--- src/hdl/dstu_pkg.sv ---
// Package for the depth and stencil test unit.
// Holds register indexes, compare and stencil op codes, field offsets and shared types.
// It depends on nothing else.
package dstu_pkg;

  localparam int DEPTH_BITS_DEF   = 24;
  localparam int STENCIL_BITS_DEF = 8;
  localparam int CFG_DATA_W       = 28;
  localparam int CFG_INDEX_W      = 2;

  localparam logic [CFG_INDEX_W-1:0] REG_DEPTH_ENABLE  = 2'd0;
  localparam logic [CFG_INDEX_W-1:0] REG_DEPTH_FUNC    = 2'd1;
  localparam logic [CFG_INDEX_W-1:0] REG_FRONT_STENCIL = 2'd2;
  localparam logic [CFG_INDEX_W-1:0] REG_BACK_STENCIL  = 2'd3;

  localparam logic [CFG_DATA_W-1:0] STENCIL_RESET = 28'h007F800;

  localparam int ST_FUNC_LSB  = 0;
  localparam int ST_REF_LSB   = 3;
  localparam int ST_MASK_LSB  = 11;
  localparam int ST_FAIL_LSB  = 19;
  localparam int ST_ZFAIL_LSB = 22;
  localparam int ST_ZPASS_LSB = 25;

  typedef enum logic [2:0] {
    CMP_ALWAYS,
    CMP_NEVER,
    CMP_LT,
    CMP_LE,
    CMP_GT,
    CMP_GE,
    CMP_EQ,
    CMP_NE
  } cmp_func_t;

  typedef enum logic [2:0] {
    OP_KEEP,
    OP_ZERO,
    OP_REPLACE,
    OP_INCR,
    OP_INCR_WRAP,
    OP_DECR,
    OP_DECR_WRAP,
    OP_INVERT
  } stencil_op_t;

  typedef struct packed {
    stencil_op_t fail;
    stencil_op_t zfail;
    stencil_op_t zpass;
  } stencil_ops_t;

  typedef struct packed {
    logic sok;
    logic zok;
  } test_res_t;

  function automatic logic cmp_pass(cmp_func_t fn, logic lt, logic eq);
    logic r;
    case (fn)
      CMP_ALWAYS: r = 1'b1;
      CMP_NEVER:  r = 1'b0;
      CMP_LT:     r = lt;
      CMP_LE:     r = lt | eq;
      CMP_GT:     r = ~(lt | eq);
      CMP_GE:     r = ~lt;
      CMP_EQ:     r = eq;
      default:    r = ~eq;
    endcase
    return r;
  endfunction

  function automatic logic set_in_use(logic [CFG_DATA_W-1:0] s);
    return (s[ST_FUNC_LSB +: 3] != 3'(CMP_ALWAYS)) || (s[CFG_DATA_W-1:ST_FAIL_LSB] != '0);
  endfunction

endpackage

--- src/hdl/dstu_stencil_alu.sv ---
// Stencil update unit: picks the fail, zfail or zpass op from the test outcome
// and applies it to the stored stencil. Depends on dstu_pkg.
module dstu_stencil_alu
  import dstu_pkg::*;
#(
  parameter int STENCIL_BITS = STENCIL_BITS_DEF
) (
  input  test_res_t               res,
  input  stencil_ops_t            ops,
  input  logic [STENCIL_BITS-1:0] st_ref,
  input  logic [STENCIL_BITS-1:0] st_mask,
  input  logic [STENCIL_BITS-1:0] cur,
  output logic [STENCIL_BITS-1:0] result
);

  localparam logic [STENCIL_BITS-1:0] ST_FULL = '1;
  localparam logic [STENCIL_BITS-1:0] ST_ONE  = STENCIL_BITS'(1);

  stencil_op_t             op;
  logic [STENCIL_BITS-1:0] s;

  always_comb begin
    if (!res.sok) begin
      op = ops.fail;
    end else if (!res.zok) begin
      op = ops.zfail;
    end else begin
      op = ops.zpass;
    end
  end

  always_comb begin
    case (op)
      OP_KEEP:      s = cur;
      OP_ZERO:      s = '0;
      OP_REPLACE:   s = st_ref;
      OP_INCR:      s = (cur == ST_FULL) ? ST_FULL : cur + ST_ONE;
      OP_INCR_WRAP: s = cur + ST_ONE;
      OP_DECR:      s = (cur == '0) ? '0 : cur - ST_ONE;
      OP_DECR_WRAP: s = cur - ST_ONE;
      default:      s = ~cur;
    endcase
  end

  assign result = s & st_mask;

endmodule

--- src/hdl/depth_stencil_test_unit_top.sv ---
// Top level of the depth and stencil test unit: three-stage fragment pipeline.
// Depends on dstu_pkg and dstu_stencil_alu.
//
// Fragments arrive on the input channel (in_valid, in_stall) with their depth,
// facing flag and the depth and stencil read from the buffers. Each fragment
// gives one result on the output channel (out_valid, out_stall): the depth and
// stencil to write back, a write enable and the colour pass flag.
// Stage one selects the front or back stencil settings, stage two runs the
// stencil and depth compares, stage three applies the stencil op into the
// output register. A fragment is registered in stage one, then stage two, then
// the output register; one fragment is taken every cycle while the receiver
// does not stall.
// A stall holds the output register; empty stages ahead of it still fill, so
// in_stall rises only when all three stages hold a fragment.
// Reset empties the pipeline and loads the register defaults: depth test off,
// compare always, both stencil sets to compare always, mask all ones, keep.
// The configuration port writes one register per cycle with cfg_write high; the
// user must write it only while no fragment is in flight; unchecked by the block.
module depth_stencil_test_unit_top
  import dstu_pkg::*;
#(
  parameter int DEPTH_BITS   = DEPTH_BITS_DEF,
  parameter int STENCIL_BITS = STENCIL_BITS_DEF
) (
  input  logic                    clk,
  input  logic                    rst,
  input  logic                    cfg_write,
  input  logic [CFG_INDEX_W-1:0]  cfg_index,
  input  logic [CFG_DATA_W-1:0]   cfg_data,
  input  logic                    in_valid,
  output logic                    in_stall,
  input  logic [DEPTH_BITS-1:0]   frag_depth,
  input  logic                    front_facing,
  input  logic [DEPTH_BITS-1:0]   stored_depth,
  input  logic [STENCIL_BITS-1:0] stored_stencil,
  output logic                    out_valid,
  input  logic                    out_stall,
  output logic [DEPTH_BITS-1:0]   new_depth,
  output logic [STENCIL_BITS-1:0] new_stencil,
  output logic                    ds_write,
  output logic                    color_pass
);

  logic                  depth_enable;
  cmp_func_t             depth_func;
  logic [CFG_DATA_W-1:0] front_stencil;
  logic [CFG_DATA_W-1:0] back_stencil;

  logic                  adv1, adv2, adv3;
  logic [CFG_DATA_W-1:0] sel;

  logic                    s1_valid;
  logic [DEPTH_BITS-1:0]   s1_frag, s1_zbuf;
  logic [STENCIL_BITS-1:0] s1_cur, s1_ref, s1_mask;
  cmp_func_t               s1_func, s1_zfunc;
  stencil_ops_t            s1_ops;
  logic                    s1_zen, s1_in_use;

  logic                    s2_valid;
  logic [DEPTH_BITS-1:0]   s2_frag, s2_zbuf;
  logic [STENCIL_BITS-1:0] s2_cur, s2_ref, s2_mask;
  stencil_ops_t            s2_ops;
  test_res_t               s2_res;
  logic                    s2_zen, s2_in_use;

  test_res_t               res_next;
  logic [STENCIL_BITS-1:0] st_a, st_b;
  logic [STENCIL_BITS-1:0] stencil_next;

  always_ff @(posedge clk) begin
    if (rst) begin
      depth_enable  <= 1'b0;
      depth_func    <= CMP_ALWAYS;
      front_stencil <= STENCIL_RESET;
      back_stencil  <= STENCIL_RESET;
    end else if (cfg_write) begin
      unique case (cfg_index)
        REG_DEPTH_ENABLE:  depth_enable  <= cfg_data[0];
        REG_DEPTH_FUNC:    depth_func    <= cmp_func_t'(cfg_data[2:0]);
        REG_FRONT_STENCIL: front_stencil <= cfg_data;
        REG_BACK_STENCIL:  back_stencil  <= cfg_data;
      endcase
    end
  end

  assign adv3     = !out_valid || !out_stall;
  assign adv2     = !s2_valid || adv3;
  assign adv1     = !s1_valid || adv2;
  assign in_stall = !adv1;

  assign sel = front_facing ? front_stencil : back_stencil;

  always_ff @(posedge clk) begin
    if (rst) begin
      s1_valid  <= 1'b0;
      s2_valid  <= 1'b0;
      out_valid <= 1'b0;
    end else begin
      if (adv1) begin
        s1_valid <= in_valid;
      end
      if (adv2) begin
        s2_valid <= s1_valid;
      end
      if (adv3) begin
        out_valid <= s2_valid;
      end
    end
  end

  always_ff @(posedge clk) begin
    if (adv1 && in_valid) begin
      s1_frag   <= frag_depth;
      s1_zbuf   <= stored_depth;
      s1_cur    <= stored_stencil;
      s1_func   <= cmp_func_t'(sel[ST_FUNC_LSB +: 3]);
      s1_ref    <= sel[ST_REF_LSB +: STENCIL_BITS];
      s1_mask   <= sel[ST_MASK_LSB +: STENCIL_BITS];
      s1_ops    <= '{fail:  stencil_op_t'(sel[ST_FAIL_LSB +: 3]),
                     zfail: stencil_op_t'(sel[ST_ZFAIL_LSB +: 3]),
                     zpass: stencil_op_t'(sel[ST_ZPASS_LSB +: 3])};
      s1_zfunc  <= depth_func;
      s1_zen    <= depth_enable;
      s1_in_use <= set_in_use(front_stencil) || set_in_use(back_stencil);
    end
  end

  assign st_a = s1_ref & s1_mask;
  assign st_b = s1_cur & s1_mask;

  always_comb begin
    res_next.sok = !s1_in_use || cmp_pass(s1_func, st_a < st_b, st_a == st_b);
    res_next.zok = !(s1_zen && res_next.sok) ||
                   cmp_pass(s1_zfunc, s1_frag < s1_zbuf, s1_frag == s1_zbuf);
  end

  always_ff @(posedge clk) begin
    if (adv2 && s1_valid) begin
      s2_frag   <= s1_frag;
      s2_zbuf   <= s1_zbuf;
      s2_cur    <= s1_cur;
      s2_ref    <= s1_ref;
      s2_mask   <= s1_mask;
      s2_ops    <= s1_ops;
      s2_res    <= res_next;
      s2_zen    <= s1_zen;
      s2_in_use <= s1_in_use;
    end
  end

  dstu_stencil_alu #(
    .STENCIL_BITS(STENCIL_BITS)
  ) u_alu (
    .res     (s2_res),
    .ops     (s2_ops),
    .st_ref  (s2_ref),
    .st_mask (s2_mask),
    .cur     (s2_cur),
    .result  (stencil_next)
  );

  always_ff @(posedge clk) begin
    if (adv3 && s2_valid) begin
      new_depth   <= (s2_zen && s2_res.sok && s2_res.zok) ? s2_frag : s2_zbuf;
      new_stencil <= stencil_next;
      ds_write    <= s2_zen || s2_in_use;
      color_pass  <= s2_res.sok && s2_res.zok;
    end
  end

endmodule

--- config.mk ---
export PLATFORM = sky130hd
export DESIGN_NAME = depth_stencil_test_unit_top
export DESIGN_NICKNAME = d
export VERILOG_FILES = /design/src/hdl/dstu_pkg.sv /design/src/hdl/dstu_stencil_alu.sv /design/src/hdl/depth_stencil_test_unit_top.sv
export SDC_FILE = /design/constraint.sdc
export NUM_CORES = 1
export LEC_CHECK = 0
export BUFFER_PORTS_ARGS = -buffer_cell sky130_fd_sc_hd__buf_4
export CAP_MARGIN = 10
export CORE_MARGIN = 5
export CORE_UTILIZATION = 55
export DETAILED_ROUTE_END_ITERATION = 10
export GPL_TIMING_DRIVEN = 0
export PLACE_DENSITY = 0.74
export SETUP_SLACK_MARGIN = 0.3
export SLEW_MARGIN = 20
export SYNTH_ARGS = -nofsm -noshare
export SYNTH_HDL_FRONTEND = slang
export SYNTH_SLANG_ARGS = --single-unit
--- constraint.sdc ---
create_clock -name clk -period 6.47 [get_ports clk]
set_input_delay 1.294 -clock clk [delete_from_list [all_inputs] [get_ports clk]]
set_output_delay 1.294 -clock clk [all_outputs]
set_load 0.02 [all_outputs]
==> run_results.csv <==
group,metric,value,unit
run_status,outcome,"completed",
routing,drt_wl_total,22500,um
logic_synthesis,synth-main-ff-cell,"edfxtp_1",
layout,n_antenna_cell,0,
logic_synthesis,yosysSeqAreaShare,67.8,%
layout,multi_input_area,0.00329,sq mm
clock_network,clockRootBuffer,"clkbuf_16",
timing,skew,0.0180,ns
layout,layout_common_cells,"208 x edfxtp_1, 146 x nand2_1, 126 x buf_4",
routing,wl_per_cell,17.5,um
clock_network,clkTransAtPathRegs,0.06,ns
timing,slew_headroom,45.3,%
clock_network,tritoncts,"built",
min_path,worstHoldStart,"s1_ops[4]",
min_path,min_to,"s2_ops[4]",
setup_path,critPathArrivalTime,2.04,ns
die,coreArea,0.0197,sq mm
die,rows,51,
setup_path,cpMaxStageDelayCell,"and3_1",
setup_path,timing.rr.end,"new_stencil[4]",
logic_synthesis,netlist_area,0.0111,sq mm
logic_synthesis,ys_ff_latch,271,
global_routing,gr-usage-met2,32.2,%
power_and_ir_drop,pwr_density_cell,295,mW/mm^2
setup_path,reg2reg_depth,9,
clock_network,hold_buffers,0,
setup_path,crit_path_max_fanout,3,
timing,hold_slack,0.415,ns
layout,layout_commonest_cell,"edfxtp_1",
setup_path,worstReg2RegStart,"s2_cur[0]",
setup_path,critPathMaxStageDelay,0.26,ns
timing,finalSetupTns,0,ns
layout,postLayoutCellArea,0.0135,sq mm
routing,antenna_left,0,
clock_network,cts_sinks,271,
clock_network,clkLatencyLatePin,0.54,ns
global_routing,busiest_layer,"met2",
timing,worst_pin_slew,0.814,ns
run,maxCapViolCount,0,
clock_network,cts_setup_buffers,0,
setup_path,cp.required,5.18,ns
timing,fin_crit,3.34,ns
power_and_ir_drop,p_leak,5.21,nW
routing,drt_first_pass_iters,5,
die,start_util,56.3,%
layout,area_delta_synth_final,21.9,%
setup_path,cp-start-kind,"input port",
timing,fmax,300,MHz
layout,drive_gt1_share,24.5,%
min_path,whs_path_depth,0,
global_routing,grt_overflow_total,0,
logic_synthesis,postSynth.asyncResetShare,0,%
global_routing,gr-usage-all-layers,19.0,%
global_routing,grt_max_degree,30,
setup_path,end_kind,"output port",
logic_synthesis,synth.avg_cell_area,13.2,sq um
power_and_ir_drop,intPower,3.12,mW
clock_network,clk_path_buf_depth,3,
clock_network,cts_buffers,28,
logic_synthesis,syn_nets,964,
setup_path,critPathTopFamily,"buffers and inverters",
power_and_ir_drop,pwr-share-seq,50.8,%
global_routing,gr-usage-met3,2.90,%
die,io_pins,128,
placement,place_hpwl,15900,um
timing,drv_slew,0,
setup_path,path_cells,"buf_4 -> and3_1 -> nand2_1 -> inv_1 -> buf_4",
clock_network,cts-resized-gates,0,
timing,rsz0062_at_grt,"false",
routing,drtIter0Drc,569,
setup_path,worstSetupPathType,"input port to output port",
timing,post-route-period-util,51.6,%
power_and_ir_drop,p_switching,863,uW
global_routing,grt_pass1_vias,6847,
global_routing,grt_pass1_wl,36000,um
logic_synthesis,synth_cell_types,60,
die,die_y,152,um
layout,register_area,0.00751,sq mm
global_routing,antenna_found_initial,0,
power_and_ir_drop,vdd_drop_max,0.187,mV
clock_network,htree_levels,1,
power_and_ir_drop,pwr-share-comb,8.4,%
power_and_ir_drop,power_frac_clock,40.9,%
die,die_w,152,um
layout,fillers,1485,
logic_synthesis,ys_warn_count,0,
setup_path,crit_top_cell,"buf_4",
power_and_ir_drop,p_sw_share,21.7,%
layout,fin_nets,1126,
placement,gp_congestion,0.888,
routing,viasPerCell,5.38,
timing,setup_viol,0,
routing,route.detailed.drc,0,
placement,port_buffers,125,
setup_path,reg2reg_slack,3.76,ns
routing,num_vias,6919,
die,die-area,0.0231,sq mm
logic_synthesis,synthCells,838,
timing,hold_viol,0,
min_path,hp-class,"flop to flop",
global_routing,use_met1,26.3,%
logic_synthesis,synth-edff-count,208,
setup_path,worst-path-buf-inv,3,
placement,dpl_cell_area,0.0125,sq mm
-- registers in the layout, summed over array words and instances, names as in the netlist, 9 cells and up --
name	flops
back_stencil	28
front_stencil	28
new_depth	24
s1_frag	24
s1_zbuf	24
s2_frag	24
s2_zbuf	24
s1_ops	9
s2_ops	9
-- per-stage QoR --
stage | power [mW] | cells | util, % | setup WS [ns]
floorplan | 2.25 | 838 | - | 0.530
global placement | 2.37 | 1228 | 62.8 | -1.12
detailed placement | 2.39 | 1235 | 63.8 | 3.15
CTS | 4.01 | 1286 | 68.6 | 3.14
global route | 4.14 | 1286 | 68.6 | 3.07
finish | 3.98 | 1286 | 68.6 | 3.13
-- cell type report --
class / instances / share of cell area, %
flip-flops and latches: 271 / 55.7
multi-input cells: 501 / 24.4
repair buffers: 132 / 8.22
clock buffers: 34 / 5.58
well taps: 265 / 2.46
clock inverters: 17 / 1.48
plain buffers: 35 / 1.36
inverters: 31 / 0.863
-- worst max-delay path by stage --
stage,start,to,depth (start not counted)
after floorplan,out_stall,s1_cur[0],4
after detailed placement,out_stall,in_stall,5
final,out_stall,in_stall,5
after CTS,out_stall,in_stall,5
after global routing,out_stall,in_stall,5
after global placement,out_stall,s1_cur[4],5
-- cell usage after synthesis, drive strengths merged (5+ instances only) --
master  instances  area (sq um)
nand3          11          55.1
ha             34           425
o21ai          14          70.1
a21o            5          37.5
nor3           11          55.1
mux2i          12           120
inv            31           116
mux2           52           586
nand4          10          62.6
buf             7          48.8
nand2         147           554
xnor2           6          52.6
and3            7          43.8
dfxtp          63          1260
and2            9          56.3
a21oi          73           369
nor2b           5          38.8
o311a           6          60.1
nand3b         17           128
nor2           30           115
edfxtp        208          6250
nor4            8          50.1
clkbuf         28           135
-- cell families after synthesis --
group | after synthesis | synth area share [%]
buf+inv | 66 | 2.71
flops | 271 | 67.8
fa+ha+maj | 34 | 3.84
mux | 64 | 6.38
compound gates | 125 | 6.88
simple gates | 269 | 11.6
xor+xnor | 9 | 0.712
-- metal layers --
layer  routed length, um  vias up
met5                   0        -
met4                 331        0
met3                1390       29
met2               11000      212
met1                9710     3273
li1                    -     3405
-- power groups by stage --
stage               Combinational (mW)  Sequential, mW  Clock [mW]
floorplan                        0.191            2.06           0
global placement                 0.312            2.06           0
detailed placement               0.331            2.06           0
CTS                              0.334            2.02        1.66
global route                     0.368            2.03        1.74
finish                           0.333            2.02        1.63
No activity file was read; power rests on OpenSTA's default activity.
